File: config.mk
export PLATFORM = sky130hd
export DESIGN_NAME = idat_ctrl
export DESIGN_NICKNAME = d
export VERILOG_FILES = /design/src/hdl/idat_pkg.sv /design/src/hdl/idat_ctrl.sv
export SDC_FILE = /design/constraint.sdc
export NUM_CORES = 1
export LEC_CHECK = 0
export BUFFER_PORTS_ARGS = -buffer_cell sky130_fd_sc_hd__buf_2
export CORE_AREA = 2 2 39 41
export DETAILED_ROUTE_END_ITERATION = 10
export DIE_AREA = 0 0 41 43
export GPL_TIMING_DRIVEN = 0
export PLACE_DENSITY = 0.6
export SYNTH_ARGS = -nofsm -noshare
export SYNTH_HDL_FRONTEND = slang
export SYNTH_SLANG_ARGS = --single-unit
File: constraint.sdc
create_clock -name clk_i -period 2.05 [get_ports clk_i]
set_clock_uncertainty 0.15 [all_clocks]
set_input_delay 0.41 -clock clk_i [delete_from_list [all_inputs] [get_ports clk_i]]
set_output_delay 0.41 -clock clk_i [all_outputs]
set_load 0.02 [all_outputs]
File: src/hdl/idat_pkg.sv
// Shared types for the ID allocator table: action and status codes,
// and the command and status structs between controller and datapath.
// No dependencies.
`timescale 1ns / 1ps

package idat_pkg;

  // Request actions; code 7 has no meaning and answers an invalid argument
  typedef enum logic [2:0] {
    ACT_ALLOC  = 3'd0,
    ACT_ABOVE  = 3'd1,
    ACT_CYCLIC = 3'd2,
    ACT_NEXT   = 3'd3,
    ACT_FIND   = 3'd4,
    ACT_REMOVE = 3'd5,
    ACT_CLEAR  = 3'd6
  } action_e;

  // Result status codes
  typedef enum logic [1:0] {
    ST_OK    = 2'd0,
    ST_INVAL = 2'd1,
    ST_NOSPC = 2'd2
  } status_e;

  // Controller to datapath commands
  typedef struct packed {
    logic    req_load;   // capture the request transaction
    logic    plan;       // decode request, run find/remove/clear
    logic    win_load;   // load a search window into the scanner
    logic    win_wrap;   // select the wrap window instead of the primary one
    logic    scan_step;  // advance the scanner by one chunk
    logic    claim;      // take the ID that the scanner hit
    logic    res_set;    // record the result status
    status_e res_status;
    logic    emit;       // move the result into the output register
  } idat_cmd_t;

  // Datapath to controller status
  typedef struct packed {
    logic bad_arg;   // request is rejected with an invalid argument
    logic is_alloc;  // request is one of the alloc actions
    logic p_empty;   // primary search window holds no ID
    logic w_empty;   // wrap search window holds no ID
    logic hit;       // current chunk holds a free ID inside the window
    logic last;      // current chunk is the last one of the window
  } idat_stat_t;

endpackage

File: src/hdl/idat_ctrl.sv
// Controller of the ID allocator table: sequences decode, window scans,
// claim and result emit, and owns the channel handshakes.
// Depends on idat_pkg.
`timescale 1ns / 1ps

module idat_ctrl import idat_pkg::*; (
  input  logic       clk_i,
  input  logic       rst_ni,
  input  logic       in_valid_i,
  output logic       in_stall_o,
  output logic       out_valid_o,
  input  logic       out_stall_i,
  input  idat_stat_t stat_i,
  output idat_cmd_t  cmd_o
);

  typedef enum logic [2:0] {
    S_IDLE,
    S_PLAN,
    S_SCAN_P,
    S_SCAN_W,
    S_EMIT
  } state_e;

  state_e state_q, state_d;
  logic   out_valid_q;
  logic   out_free;

  assign out_free = !out_valid_q || !out_stall_i;

  // Issue commands and pick the next state
  always_comb begin
    cmd_o            = '0;
    cmd_o.res_status = ST_OK;
    state_d          = state_q;
    case (state_q)
      S_IDLE: begin
        if (in_valid_i) begin
          cmd_o.req_load = 1'b1;
          state_d        = S_PLAN;
        end
      end
      S_PLAN: begin
        cmd_o.plan    = 1'b1;
        cmd_o.res_set = 1'b1;
        state_d       = S_EMIT;
        if (stat_i.bad_arg) begin
          cmd_o.res_status = ST_INVAL;
        end else if (stat_i.is_alloc) begin
          if (!stat_i.p_empty) begin
            cmd_o.win_load = 1'b1;
            state_d        = S_SCAN_P;
          end else if (!stat_i.w_empty) begin
            cmd_o.win_load = 1'b1;
            cmd_o.win_wrap = 1'b1;
            state_d        = S_SCAN_W;
          end else begin
            cmd_o.res_status = ST_NOSPC;
          end
        end
      end
      S_SCAN_P: begin
        cmd_o.scan_step = 1'b1;
        if (stat_i.hit) begin
          cmd_o.claim   = 1'b1;
          cmd_o.res_set = 1'b1;
          state_d       = S_EMIT;
        end else if (stat_i.last) begin
          if (!stat_i.w_empty) begin
            cmd_o.win_load = 1'b1;
            cmd_o.win_wrap = 1'b1;
            state_d        = S_SCAN_W;
          end else begin
            cmd_o.res_set    = 1'b1;
            cmd_o.res_status = ST_NOSPC;
            state_d          = S_EMIT;
          end
        end
      end
      S_SCAN_W: begin
        cmd_o.scan_step = 1'b1;
        if (stat_i.hit) begin
          cmd_o.claim   = 1'b1;
          cmd_o.res_set = 1'b1;
          state_d       = S_EMIT;
        end else if (stat_i.last) begin
          cmd_o.res_set    = 1'b1;
          cmd_o.res_status = ST_NOSPC;
          state_d          = S_EMIT;
        end
      end
      S_EMIT: begin
        if (out_free) begin
          cmd_o.emit = 1'b1;
          state_d    = S_IDLE;
        end
      end
      default: begin
        state_d = S_IDLE;
      end
    endcase
  end

  // Hold state and the output valid flag
  always_ff @(posedge clk_i or negedge rst_ni) begin
    if (!rst_ni) begin
      state_q     <= S_IDLE;
      out_valid_q <= 1'b0;
    end else begin
      state_q <= state_d;
      if (cmd_o.emit) begin
        out_valid_q <= 1'b1;
      end else if (!out_stall_i) begin
        out_valid_q <= 1'b0;
      end
    end
  end

  assign in_stall_o  = state_q != S_IDLE;
  assign out_valid_o = out_valid_q;

`ifndef SYNTHESIS
  a_one_at_a_time: assert property (@(posedge clk_i) disable iff (!rst_ni)
    (in_valid_i && !in_stall_o) |=> in_stall_o)
    else $error("second request taken while one is in work");

  a_claim_on_hit: assert property (@(posedge clk_i) disable iff (!rst_ni)
    cmd_o.claim |-> stat_i.hit)
    else $error("claim without a free ID");

  a_emit_has_room: assert property (@(posedge clk_i) disable iff (!rst_ni)
    cmd_o.emit |-> (!out_valid_q || !out_stall_i))
    else $error("result overwrites a stalled transaction");
`endif

endmodule

# After elaboration in Yosys (flattened, before gate mapping)
# Cells that the tools add are included.
op_classes:
  bitwise_logic: 0
  n_mul: 0
  muxes: 40
  addsub: 0
  shifts: 0
  order_cmp: 0
  eq_ne: 9
  div: 0
  reduce_logical: 7
op_table:
  columns: ["op", "n"]
  rows:
  - ["2-to-1 mux 3 bit", 13]
  - ["2-to-1 mux 2 bit", 12]
  - ["one-hot mux 3 bit (5 select lines)", 1]
  - ["2-to-1 mux 1 bit", 12]
  - ["one-hot mux 3 bit (3 select lines)", 1]
  - ["equality test 3 x 2 -> 1 bit, second input constant", 2]
  - ["inequality test 3 bit, second input constant", 2]
  - ["inequality test 2 bit, second input constant", 2]
  - ["one-hot mux 2 bit (2 select lines)", 1]
  - ["AND reduction 4 bit", 1]
  - ["equality test 3 x 1 -> 1 bit, second input constant", 1]
  - ["equality test 3 bit, second input constant", 1]
  - ["zero test 3 bit", 1]
  - ["nonzero test 3 bit", 1]
  - ["zero test 1 bit", 2]
  - ["inequality test 2 x 1 -> 1 bit, second input constant", 1]
  - ["OR reduction 2 bit", 1]
  - ["logical OR 1 bit", 1]
word_totals:
  wordCells: 58
  out_inout_bits: 12
  inputBits: 10
  romBits: 0
  mem_count: 0
  ramBits: 0
  latchBits: 0
  ff_bits: 4

# Logic depth before layout (Yosys ltp)
# Gate-level depths: netlist (run 1).
logic_depth:
  word_depth: 5
  depth_mapped: 5

# Worst setup path before layout (run 1)
# No wires, ideal clock.
synth_timing:
  path_kind: "reg2out"
  from: "register state_q[2]"
  to: "output port cmd_o[6] (netlist bit)"
  required_time_ns: 1.490
  path_slack_ns: 0.072
  path_stages_with_launch: 5
  arrival_time_ns: 1.418
  path_cell_list: "dfrtp_1 -> nor3b_4 -> and3_1 -> a21oi_1 -> nor2_1"
synth_rtl:
  columns: ["item", "line_no", "rtl"]
  rows:
  - ["from (decl)", "idat_ctrl.sv:25", "state_e state_q, state_d;"]
  - ["from (signal assigned)", "idat_ctrl.sv:110", "state_q <= state_d;"]
  - ["to (decl)", "idat_ctrl.sv:14", "output idat_cmd_t cmd_o"]

==> metrics.md, run 1 <==
| Metric | Value |
|---|---|
| Least-Margin Pin Slew | 0.270 ns |
| Tot GR Track Use | 0.133 |
| Iteration count of the initial detailed-routing pass | 4 |
| Max-Slew Margin vs Limit | 0.820 |
| Number of global-route vias before repair | 383 |
| Finished Cell Area | 608 µm² |
| Synth top area share | 0.275 |
| GP Congestion | 0.742 |
| Grt peak-use layer | met1 |
| CTS buffer count | 3 |
| Final Max Slew Viols | 0 |
| Reg clk slew, reported paths | 0.03 ns |
| Worst setup EP type | output pin |
| Antenna Cells | 0 |
| DR vias | 462 |
| Synth cell types | 22 |
| Synthesized cell area | 364 µm² |
| Max-Cap Viols | 0 |
| FF-to-FF End | state_q[0] |
| Fin crit share | 0.994 |
| Starting Density | 0.263 |
| CTS tree | built |
| Ranking of synthesized cells by area | dfrtp_1 (27%), nand2_1 (10%), a21oi_1 (6.9%), nor2_1 (6.2%), nor3b_4 (5.2%) |
| Final-report setup violation count | 0 |
| Clock Tree Buf Depth | 2 |
| Mean Syn Cell Area | 7.28 µm² |
| H-tree depth | 1 |
| Minimum clock period | 2.04 ns |
| Root buf cell | clkbuf_4 |
| GR Overflow Total | 0 |
| Reg2reg start | state_q[1] |
| Initial antenna violation count | 0 |
| Leakage | 0.000325 µW |
| HP Class | primary input to flop |
| DP HPWL | 711 µm |
| Cell count of the worst hold path | 3 |
| Die height | 43 µm |
| Largest net degree at the start of global routing | 10 |
| Highest ir drop seen on vdd | 0.565 mV |
| Data arrival, critical path | 1.48 ns |
| Yosys warns | 0 |
| Starting DRC count in detailed routing | 7 |
| Synth Net Count | 60 |
| Cells after synthesis | 50 |
| Crit-path max FO | 6 |
| Nets | 94 |
| Fmax | 491 MHz |
| Die Width | 41 µm |
| Synth-to-Final Area Change | 67.0% |
| First-pass GRT wire length | 1.60 mm |
| Wire length per cell | 10.6 µm |
| Setup Crit Path Kind | flop to output pin |
| Remaining antenna violation count | 0 |
| Die Area | 1760 µm² |
| Post-synth top area cell | dfrtp_1 |
| Inst Count DP | 87 |
| Critical path startpoint category | flop |
| GR Util met3 | 0.0157 |
| Clk sinks | 4 |
| RSZ-0062 raised after global routing | true |
| DRC viols | 0 |
| Met2 Resource Use GR | 0.191 |
| Seq cells post-synth | 4 |
| Seq/Total Area, Yosys | 0.275 |
| Vias/cell | 4.71 |
| Row cnt | 14 |
| WL final | 1.04 mm |
| Reg-to-reg slack, setup | 0.45 ns |
| Worst-case reg-to-reg path depth | 5 |
| Status | completed |
| Met1 usage | 0.193 |
| Share of cells above drive strength 1 | 0.476 |
| I/O pins | 22 |
| Commonest non-fill, non-tap cells in the layout | buf_2 (16), buf_4 (12), nand2_1 (10), nor2_1 (6), a21oi_1 (4) |
| Final Hold Fails | 0 |
| Power density cells | 1210 nW/µm² |
| Post-route insts no fill | 98 |
| Clock Latency Late Sink | 0.23 ns |
| Min-Delay Startpoint | out_stall_i |
| Commonest non-fill, non-tap cell in the layout | buf_2 |
| Critical path required time | 1.49 ns |
| Post-placement cell area | 489 µm² |
| WHS Endpoint | out_valid_o |
| Core Box Area | 1380 µm² |
| Port bufs | 21 |
-- layer usage --
| layer | vias up | share of wire | wire, µm |
|---|---|---|---|
| li1 | 242 | - | - |
| met1 | 208 | 0.42 | 434 |
| met2 | 10 | 0.53 | 547 |
| met3 | 2 | 0.040 | 42 |
| met4 | 0 | 0.016 | 17 |
| met5 | - | 0 | 0 |
-- kinds of logic (layout without fill, tap and decap cells) --
kind of cell / count (synthesis) / after routing / synth area share
simple gates: 27 / 27 / 0.409
buf+inv: 4 / 36 / 0.0516
flops: 4 / 4 / 0.275
compound gates: 15 / 15 / 0.265
-- worst max-delay path, cell delays in order, from the launching register on --
cell	delay [ns]
dfrtp_2	0.45
nor3b_4	0.27
and3_4	0.24
a21oi_2	0.03
nor2_1	0.10
buf_4	0.15
-- per-stage QoR --
stage | worst slack, ns | hold WS (ns) | power (µW) | util | setup TNS (ns)
2_1_floorplan | 0.0715 | -0.0356 | 427 | - | 0
3_3_place_gp | 0.108 | 0.0645 | 540 | 0.354 | 0
3_5_place_dp | 0.117 | 0.0649 | 546 | 0.354 | 0
4_1_cts | 0.00595 | 0.271 | 666 | 0.392 | 0
5_1_grt | -0.0622 | 0.299 | 800 | 0.439 | -0.121
6_report | 0.0122 | 0.274 | 737 | 0.439 | 0
-- synth_stat cells, drive strengths merged --
cell type	count
nand2	10
nor2	6
a21oi	5
dfrtp	4
o21ai	4
inv	3
and2	2
nor2b	2
o22ai	2
a21o	1
a221oi	1
a22oi	1
and3	1
and4bb	1
buf	1
nand2b	1
nor3	1
nor3b	1
o31a	1
or3	1
or3b	1
-- what timing repair did --
item / in CTS / in global routing
hold endpoints to repair: 4 / 0
setup endpoints to repair: 3 / 3
hold buffers: 1 / 0
resized for setup: 3 / 8
buffers inserted: 2 / 5
pin swaps: 2 / 3
-- worst max path at each step --
| stage | from | to | slack [ns] | cells after the start |
|---|---|---|---|---|
| final | state_q[2] | cmd_o[6] | 0.01 | 5 |
| after global routing | state_q[0] | cmd_o[6] | -0.06 | 6 |
| after CTS | state_q[2] | cmd_o[7] | 0.006 | 4 |
| after detailed placement | stat_i[1] | cmd_o[7] | 0.12 | 5 |
| after global placement | stat_i[1] | cmd_o[7] | 0.11 | 5 |
| after floorplan | state_q[2] | cmd_o[6] | 0.07 | 4 |
-- state kept, by name, indices dropped and copies added (netlist names) --
signal	flops
state_q	3
out_valid_o	1
-- final cells by class --
cell class,instances,area [µm²]
flip-flops and latches,4,103
repair buffers,29,180
fillers,150,776
inverters,3,11.3
multi-input cells,42,260
clock buffers,3,22.5
well taps,16,20.0
plain buffers,1,11.3
-- power breakdown --
| part | internal (µW) | total [µW] | switching, µW |
|---|---|---|---|
| Clock | 65.2 | 93.6 | 28.4 |
| Combinational | 228 | 495 | 267 |
| Sequential | 112 | 148 | 36.4 |
| Total | 405 | 737 | 332 |
Note: power is estimated with default switching activity, not from simulation.
==> run 2, diff against run 1 <==
==> constraint.sdc (replaced) <==
create_clock -name clk_i -period 2.05 [get_ports clk_i]
set_clock_uncertainty 0.15 [all_clocks]
set_input_delay 0.41 -clock clk_i [delete_from_list [all_inputs] [get_ports clk_i]]
set_output_delay 0.41 -clock clk_i [all_outputs]
set_load 0.05 [all_outputs]
==> run 2 against run 1 <==
Register-to-register slack barely moved. Die area did not move. Clock power rose by 13%. Hold slack improved by 0.0023 ns. Via count rose by 2.2%. Sequential share of layout area fell by 1.7 points. Critical endpoint unchanged. Largest cell class unchanged. Largest power group unchanged.
==> metrics.md, run 2 (synthesis gave the netlist of run 1 again) <==
| Metric | Value |
|---|---|
| DP HPWL | 807 µm |
| Buf/Inv on CP | 1 |
| Worst hold margin | 0.277 ns |
| First-pass GRT wire length | 1.55 mm |
| Critical path cell sequence | nor3b_4 > and3_4 > a21oi_2 > nor2_4 > buf_8 |
| Fmax | 489 MHz |
| CTS tree | built |
| DR vias | 472 |
| Highest ir drop seen on vdd | 0.483 mV |
| I/O pins | 22 |
| Minimum clock period | 2.05 ns |
| DRC viols | 0 |
| RSZ-0062 raised after global routing | true |
| Crit-path leading delay family | simple AND/OR/NAND/NOR gates |
| Share of cells above drive strength 1 | 0.573 |
| Reg clk slew, reported paths | 0.04 ns |
| Max reg flops | 3 |
| Antenna Cells | 0 |
| Final Hold Fails | 0 |
| Inst Count DP | 87 |
| H-tree depth | 1 |
| Port bufs | 21 |
| Tot GR Track Use | 0.130 |
| Iteration count of the initial detailed-routing pass | 4 |
| Starting Density | 0.263 |
| Die height | 43 µm |
| Core Box Area | 1380 µm² |
| Finished Cell Area | 676 µm² |
| HP Class | primary input to flop |
| Remaining antenna violation count | 0 |
| Data arrival, critical path | 1.49 ns |
| Wire length per cell | 10.9 µm |
| Commonest non-fill, non-tap cell in the layout | buf_2 |
| Die Area | 1760 µm² |
| Synth-to-Final Area Change | 85.6% |
| Fin crit share | 0.998 |
| Worst-case reg-to-reg path depth | 5 |
| GR Overflow Total | 0 |
| Root buf cell | clkbuf_4 |
| Critical Path Slowest Stage Cell | dfrtp_2 |
| Worst path max stage delay | 0.44 ns |
| Setup Crit Path Kind | flop to output pin |
| Nets | 93 |
| Power density cells | 1430 nW/µm² |
| Row cnt | 14 |
| Leakage | 0.000326 µW |
| Critical path startpoint category | flop |
| Vias/cell | 4.82 |
| CTS buffer count | 3 |
| Die Width | 41 µm |
| Pre-CTS WS | 0.0309 ns |
| Number of global-route vias before repair | 386 |
| Clock Tree Buf Depth | 2 |
| FILL cells | 146 |
| Least-Margin Pin Slew | 0.268 ns |
| Top reg by flops | state_q |
| Worst setup EP type | output pin |
| Status | completed |
| Final-report setup violation count | 0 |
| Crit-path max FO | 5 |
| Post-placement cell area | 541 µm² |
| Commonest non-fill, non-tap cells in the layout | buf_2 (13), nand2_1 (9), buf_4 (8), clkbuf_4 (5), nor2_1 (4) |
| WL final | 1.07 mm |
| Post-route insts no fill | 98 |
| Clk sinks | 4 |
| Max-Slew Margin vs Limit | 0.821 |
| Max-Cap Viols | 0 |
| Starting DRC count in detailed routing | 12 |
| GP Congestion | 0.691 |
| Critical path required time | 1.49 ns |
| Initial antenna violation count | 0 |
| Clock Latency Late Sink | 0.23 ns |
| Final Worst Setup Slack | 0.00379 ns |
| Crit path depth | 5 |
| Largest net degree at the start of global routing | 10 |
| Cell count of the worst hold path | 3 |
| Final Max Slew Viols | 0 |
run 2: per-stage QoR:
stage          TNS (ns)  utilization  total power (µW)
6_report              0        0.488               968
4_1_cts         -0.0298        0.455               924
3_5_place_dp          0        0.391               758
5_1_grt          -0.175        0.488              1030
3_3_place_gp          0        0.391               751
2_1_floorplan    -0.488            -               634
run 2: worst reg2reg max path: stages, from the launching register on:
cell and delay (ns):
dfrtp_2 0.41, buf_4 0.14, or3b_1 0.38, nand2_1 0.08, o21ai_1 0.07, a221oi_2 0.25
run 2: final cells by class:
| class | instances | area, µm² | area share |
|---|---|---|---|
| flip-flops and latches | 4 | 103 | 0.152 |
| repair buffers | 28 | 203 | 0.300 |
| multi-input cells | 42 | 302 | 0.446 |
| inverters | 3 | 11.3 | 0.0167 |
| well taps | 16 | 20.0 | 0.0296 |
| clock buffers | 4 | 26.3 | 0.0389 |
| plain buffers | 1 | 11.3 | 0.0167 |
run 2: worst paths after layout:
check	from	to	slack (ns)
setup / recovery	state_q[1]	cmd_o[6]	0.004
setup reg to reg	state_q[1]	state_q[0]	0.46
hold / removal	out_stall_i	out_valid_o	0.28
max in group asynchronous	rst_ni	state_q[2]	1.25
min in group asynchronous	rst_ni	state_q[1]	0.37
hold reg to reg	out_valid_o	out_valid_o	0.39
run 2: per-layer routing:
layer / GRT usage / part of all wire / vias to the layer above
met5: 0 / 0 / -
met4: 0.0200 / 0 / 0
li1: - / - / 241
met2: 0.222 / 0.56 / 15
met3: 0.0471 / 0.045 / 0
met1: 0.150 / 0.40 / 216
run 2: timing repair:
action,CTS,global route
hold buffers,1,0
pin swaps,2,3
setup endpoints to repair,4,8
gates resized for setup,8,13
setup buffers,4,2
endpoints found under the hold margin,4,0
run 2: power by group:
part           internal [µW]  switching [µW]  total, µW  leakage [µW]
logic                    255             462        717      0.000262
clock network           73.1            33.2        106     0.0000150
registers                112            32.7        145     0.0000492
total                    440             528        968      0.000326
